File: src/rtl/pscm_pkg.sv
// ----------------------------------------------------------------------------
// pscm_pkg
// Shared types, codes, color stops and elaboration-time helpers for the
// particle scalar colormap.
// ----------------------------------------------------------------------------
package pscm_pkg;

  typedef enum logic [1:0] {
    CFG_FIELD_SELECT = 2'd0,
    CFG_LOG_SCALE    = 2'd1,
    CFG_BRIGHTNESS   = 2'd2,
    CFG_INV_MAXIMUM  = 2'd3
  } cfg_index_t;

  typedef enum logic [2:0] {
    FIELD_DENSITY = 3'd0,
    FIELD_ENERGY  = 3'd1,
    FIELD_SPEED   = 3'd2,
    FIELD_ACCEL   = 3'd3,
    FIELD_VEL_X   = 3'd4,
    FIELD_VEL_Y   = 3'd5,
    FIELD_VEL_Z   = 3'd6,
    FIELD_SPARE   = 3'd7
  } field_t;

  typedef struct packed {
    logic [15:0] red;
    logic [15:0] green;
    logic [15:0] blue;
  } rgb_t;

  localparam int          ONE_Q16    = 65536;
  localparam logic [16:0] SEQ_B1     = 17'd26214;
  localparam logic [16:0] SEQ_B2     = 17'd52429;
  localparam logic [14:0] SEG_LEN0   = 15'd26214;
  localparam logic [14:0] SEG_LEN1   = 15'd26215;
  localparam logic [14:0] SEG_LEN2   = 15'd13107;
  localparam logic [26:0] SEG_RCP0   = 27'((64'd1 << 40) / 64'd26214);
  localparam logic [26:0] SEG_RCP1   = 27'((64'd1 << 40) / 64'd26215);
  localparam logic [26:0] SEG_RCP2   = 27'((64'd1 << 40) / 64'd13107);

  // Stop colors of the sequential ramp: deep blue, cyan, yellow, white.
  function automatic logic [15:0] seq_stop(input logic [1:0] idx, input logic [1:0] ch);
    logic [47:0] row;
    unique case (idx)
      2'd0:    row = {16'd2294, 16'd5243, 16'd20971};
      2'd1:    row = {16'd1311, 16'd47185, 16'd53739};
      2'd2:    row = {16'd65535, 16'd53739, 16'd7864};
      default: row = {16'd65535, 16'd64224, 16'd60292};
    endcase
    unique case (ch)
      2'd0:    return row[47:32];
      2'd1:    return row[31:16];
      default: return row[15:0];
    endcase
  endfunction

  // Restoring division, used only while building the log table.
  function automatic logic [63:0] udiv64(input logic [63:0] a, input logic [63:0] b);
    logic [63:0] q;
    logic [63:0] r;
    q = '0;
    r = '0;
    for (int j = 63; j >= 0; j--) begin
      r = {r[62:0], a[j]};
      if (r >= b) begin
        r = r - b;
        q[j] = 1'b1;
      end
    end
    return q;
  endfunction

  // log2(num/den) in Q.30 by repeated squaring, truncating.
  function automatic logic [63:0] log2_q30(input logic [63:0] num, input logic [63:0] den);
    logic [63:0] m;
    logic [63:0] frac;
    logic [2:0]  e;
    e = '0;
    frac = '0;
    for (int s = 0; s < 5; s++) begin
      if (e == 3'(s) && num >= (den << (s + 1))) e = 3'(s + 1);
    end
    m = udiv64(num << 30, den << e);
    for (int s = 0; s < 30; s++) begin
      m = (m * m) >> 30;
      frac = {frac[62:0], 1'b0};
      if (m >= (64'd2 << 30)) begin
        m = m >> 1;
        frac[0] = 1'b1;
      end
    end
    return ({61'd0, e} << 30) | frac;
  endfunction

  function automatic logic [63:0] log_rom_entry(input logic [63:0] k, input logic [63:0] n);
    logic [63:0] top;
    logic [63:0] l;
    top = log2_q30(64'd31 * n, n);
    l   = log2_q30(n + 64'd30 * k, n);
    return udiv64(l * 64'd65536 + (top >> 1), top);
  endfunction

endpackage

File: src/rtl/pscm_seq_blend.sv
// ----------------------------------------------------------------------------
// pscm_seq_blend
// Blends the two stop colors of one ramp segment by a Q1.16 amount.
// ----------------------------------------------------------------------------
module pscm_seq_blend (
  input  logic [1:0]   seg,
  input  logic [16:0]  amount,
  output pscm_pkg::rgb_t color
);
  import pscm_pkg::*;

  logic [15:0] chan [3];

  always_comb begin
    for (int c = 0; c < 3; c++) begin
      logic [15:0] ca;
      logic [15:0] cb;
      logic [32:0] prod;
      ca = seq_stop(seg, 2'(c));
      cb = seq_stop(seg + 2'd1, 2'(c));
      // The step is truncated toward the first stop of the segment.
      if (cb >= ca) begin
        prod    = 33'(cb - ca) * 33'(amount);
        chan[c] = ca + prod[31:16];
      end else begin
        prod    = 33'(ca - cb) * 33'(amount);
        chan[c] = ca - prod[31:16];
      end
    end
  end

  assign color.red   = chan[0];
  assign color.green = chan[1];
  assign color.blue  = chan[2];

endmodule

File: config.mk
export PLATFORM = sky130hd
export DESIGN_NAME = pscm_seq_blend
export DESIGN_NICKNAME = d
export VERILOG_FILES = /design/src/rtl/pscm_pkg.sv /design/src/rtl/pscm_seq_blend.sv
export SDC_FILE = /design/constraint.sdc
export NUM_CORES = 2
export LEC_CHECK = 0
export ABC_AREA = 1
export BUFFER_PORTS_ARGS = -buffer_cell sky130_fd_sc_hd__buf_2
export CORE_UTILIZATION = 32
export DETAILED_ROUTE_END_ITERATION = 16
export GPL_TIMING_DRIVEN = 0
export PLACE_DENSITY = 0.56
export SKIP_LAST_GASP = 1
export SLEW_MARGIN = 20
export SYNTH_ARGS = -nofsm -noshare
export SYNTH_HDL_FRONTEND = slang
export SYNTH_SLANG_ARGS = --single-unit
File: constraint.sdc
create_clock -name vclk -period 10.1
set_clock_uncertainty 0.1 [all_clocks]
set_input_delay 1.01 -clock vclk [all_inputs]
set_output_delay 1.01 -clock vclk [all_outputs]
set_load 0.05 [all_outputs]
-- After elaboration in Yosys (flattened, before gate mapping)
Index checks and enable logic that the tools add are counted.
- logic and storage cells: 33
- bits in registers: 0
- $mul: 6
- $add $sub $neg: 13
- eq/ne operators: 4
- reduce and logical (&&, ||, !) cells: 2
- mux-type cells: 5
- order comparisons: 3
- operator list (cell ; number):
    one-hot mux 48 bit (3 select lines) ; 2
    multiplier 17 x 18 -> 32 bit ; 6
    subtractor 16 x 16 -> 17 bit ; 6
    adder 16 bit ; 3
    >= comparator 16 bit ; 3
    2-to-1 mux 16 bit ; 3
    subtractor 16 bit ; 3
    == test 2 x 1 -> 1 bit (second input constant) ; 2
    == test 2 bit (second input constant) ; 2
    logical NOT 2 bit ; 2
    adder 2 x 1 -> 2 bit (second input constant) ; 1

-- Longest topological paths before layout
- depth after elaboration: 7
- gate-level depth with buffers: 58
- mapped depth without buffers: 57

-- Worst setup path after synthesis
OpenSTA, ideal clock, no wires.
- path type: input -> output
- from: in seg[0]
- to: out color[27] (netlist bit)
- path buffers: 5
- cell stages on the path: 45
- data required time: 8.990 ns
- setup slack: -1.459 ns
- data arrival time: 10.449 ns
- path through: inv_1 > ha_1 > clkbuf_1 > clkbuf_1 > nor2_1 > ha_1 > nand2_1 > nand2_1 > clkbuf_1 > clkinv_1 > fa_1 > clkbuf_1 > inv_1 > nand2_1 > fa_1 > inv_1 > fa_1 > inv_1 > (+9 left out) > o21ai_0 > o21bai_1 > inv_1 > nand2_1 > a31oi_1 > inv_1 > o21ai_0 > a21oi_1 > or2_2 > ha_1 > clkbuf_1 > nand2_1 > nor2_1 > nand3_1 > nand2_1 > nand2_1 > nand2_1 > xor2_1
- RTL lines (element ; RTL line ; text):
    start: declaration ; pscm_seq_blend.sv:6 ; input logic [1:0] seg,
    end: declaration ; pscm_seq_blend.sv:8 ; output pscm_pkg::rgb_t color

==> results list <==
* Outcome: finished, violations left
* Failing checks: setup timing
- There are 0 flip-flops and latches.
* Row count: about 150
* Minimum clock period after layout: between 10 and 15 ns
- Final hold analysis gives a worst-case slack of 2.89 ns.
* Critical path peak fanout: 5
* Post-detailed-route wirelength per cell: 27.1 um
- In the routed layout, each cell is associated on average with a via count of around 5.
- The slowest stage of the critical path is the fa_1 cell.
- The commonest cells after synthesis are inv_1, fa_1, nand2_1.
- Count of unresolved DRC violations after routing: 0
* Cell mode on critical path: fa_1
* Critical Path Source Type: primary input
- The floorplan step defined a die boundary enclosing around 0.18 sq mm.
- The detailed router finished its first iteration with 4319 violations.
- Average footprint of a synthesized cell: slightly above 8 sq um
- During synthesis, Yosys emitted a total of 0 warnings.
* CP top delay family: adder cells
* Vias in the first global route: a little over 50000
- The largest single stage delay on the critical path is 0.57 ns.
- Post-detailed-route count of antenna-violating nets: 0
- Detailed routing inserted a total of ~50000 vias.
- Summing all multi-input logic gate instances after layout gives 0.0528 sq mm.
* Total count of hold-check failures in the final report: 0
* Starting Density: 32.3%
- The die is between 400 and 500 um wide.
- Achievable Freq: around 0.089 GHz
* Period utilization: 111%
* Number of pins with negative max-slew slack in the final report: 0
- Xor and xnor fraction of the mapped netlist area: under 10%
* Top-area cell type share of the netlist area: roughly half
- After Yosys synthesis, full adders, half adders and majority gates account for 63.6% of the synthesized area.
* Final TNS setup: -25.19 ns
- Unrepaired setup endpoints after global routing: yes
* Total of buffers placed on input and output ports: 57
- Count of mapped cells out of synthesis: 6810
- GRT Overall Usage: 30.0%
* Global-route wire length before repair: about 370000 um
* Routed WL: 264000 um
* CP arrival: ~10 ns
- End-of-flow core utilization: about two fifths
* Slew at the pin closest to its max-slew limit: approximately 1.4 ns
- By area the synthesized netlist is led by fa_1, ha_1, inv_1.
- Slew margin rel.: 9.79%
* Critical Path End Type: output pin
* Category of the most critical setup path: primary input to output pin
- Crit path required time: 8.99 ns
- Layout-stage area growth over the synthesis result: 25.4%
- Global routing finished with a remaining overflow of 0.
* Fin worst setup slack: -1.10 ns
* Area leader, netlist: fa_1
- The tool flagged a number of max-cap violations equal to 0.
* Core footprint: 0.172 sq mm
- Largest family of logic cells by synthesized area: adder cells
- The first detailed-routing pass took 7 iterations.
- Setup violations remaining at the end of the flow were counted as 37.
* Multiplexer share of the synthesized area: less than 1%
* Antenna violations before repair: 19
* Synthesized-area fraction occupied by ao, oa, aoi and oai cells: 4.99%
* Area used by sequential logic in the layout: 0 sq um
* Sequential fraction of the synthesis area: 0%
* HPWL reported at the end of detailed placement: around 220000 um
- After synthesis the cells add up to 0.0556 sq mm.
- The number of different library cells used by synthesis comes to 63.
- At the end of routability-driven placement, the weighted congestion stood at roughly 1.0.
- Path category of the worst min-delay check: primary input to output pin
- The critical path contains buffers and inverters numbering 14 combined.
* Die Height: about 420 um
- After layout, the clock buffer instance count stands at 0.
- Library cell with the highest instance count after synthesis: inv_1
* Share of cells above drive strength 1: about 22%
- Hold repair after CTS inserted 0 buffers.
- # fillers: ~17000
- Boundary Pins: 67
- Pin count of the biggest net entering global routing: 13
- After the last flow step, the layout net total stands at 9471.
- After Yosys synthesis, and, or, nand and nor cells account for approximately 14% of the synthesized area.
[final cells by class]
| cell class | count | area share [%] |
|---|---|---|
| plain buffers | 137 | 1.64 |
| inverters | 2066 | 11.6 |
| repair buffers | 522 | 6.87 |
| well taps | 2310 | 4.14 |
| multi-input cells | 4699 | 75.7 |
| diodes | 5 | 0.0179 |
[path summary, 6_finish.rpt]
| kind | start | depth (start not counted) | to |
|---|---|---|---|
| setup / recovery | seg[0] | 52 | color[30] |
| hold / removal | seg[0] | 8 | color[17] |
[tightest hold or removal path, stage by stage]
cell and delay (ns):
buf_12 0.11, ha_4 0.19, clkinvlp_4 0.08, buf_4 0.09, nand3_1 0.10, inv_1 0.12
ha_4 0.14, buf_8 0.13
[layout by cell type (no fill, tap or decap), types with 19 or more instances in the layout]
| master | count |
|---|---|
| a21o_1 | 24 |
| a21oi_1 | 144 |
| a21oi_2 | 67 |
| a21oi_4 | 32 |
| buf_12 | 27 |
| buf_2 | 22 |
| buf_4 | 385 |
| buf_6 | 82 |
| buf_8 | 22 |
| clkbuf_2 | 63 |
| clkinvlp_4 | 44 |
| conb_1 | 101 |
| fa_1 | 1310 |
| fa_2 | 30 |
| ha_1 | 600 |
| ha_4 | 78 |
| inv_1 | 1887 |
| inv_2 | 109 |
| nand2_1 | 891 |
| nand2_2 | 163 |
| nand2_4 | 85 |
| nand3_1 | 124 |
| nand3_2 | 42 |
| nand4_1 | 46 |
| nor2_1 | 355 |
| nor2_2 | 49 |
| nor2_4 | 88 |
| o21ai_0 | 78 |
| o21ai_1 | 34 |
| o21ai_2 | 29 |
| xnor2_1 | 24 |
| xor2_1 | 50 |
| xor2_2 | 19 |
[logic make-up (layout without fill, tap and decap cells)]
kind of cell             after synthesis  after routing
adder cells (fa/ha/maj)             2026           2026
XOR/XNOR                             120            120
other                                  2            106
AND/OR/NAND/NOR                     1954           1954
multiplexers                           1              1
buffers and inverters               2210           2725
AO/OA/AOI/OAI                        497            497
[through the flow]
| step | cells | cell area (sq um) | setup slack (ns) |
|---|---|---|---|
| final | 9739 | 69700 | -1.10 |
| after global routing | 9735 | 69700 | -1.31 |
| after CTS | 9618 | 66900 | -1.00 |
| after detailed placement | 9295 | 60400 | -4.52 |
| after global placement | 9276 | 59900 | -4.78 |
| after floorplan | 6909 | 56800 | -0.0899 |
[metal layers]
| metal | GRT usage [%] | up-vias | part of all wire (%) |
|---|---|---|---|
| met5 | 0.500 | - | 0.14 |
| met4 | 18.7 | 20 | 8.2 |
| met3 | 6.45 | 769 | 8.9 |
| met2 | 48.2 | 2219 | 45 |
| met1 | 36.7 | 25100 | 38 |
| li1 | - | 21100 | - |
[timing repair]
item                                    4_1_cts  5_1_grt
pin swaps                                   272      401
gates resized for setup                     979      546
gates cloned                                  1        0
buffers inserted                            327      132
endpoints found under the setup margin       48       43
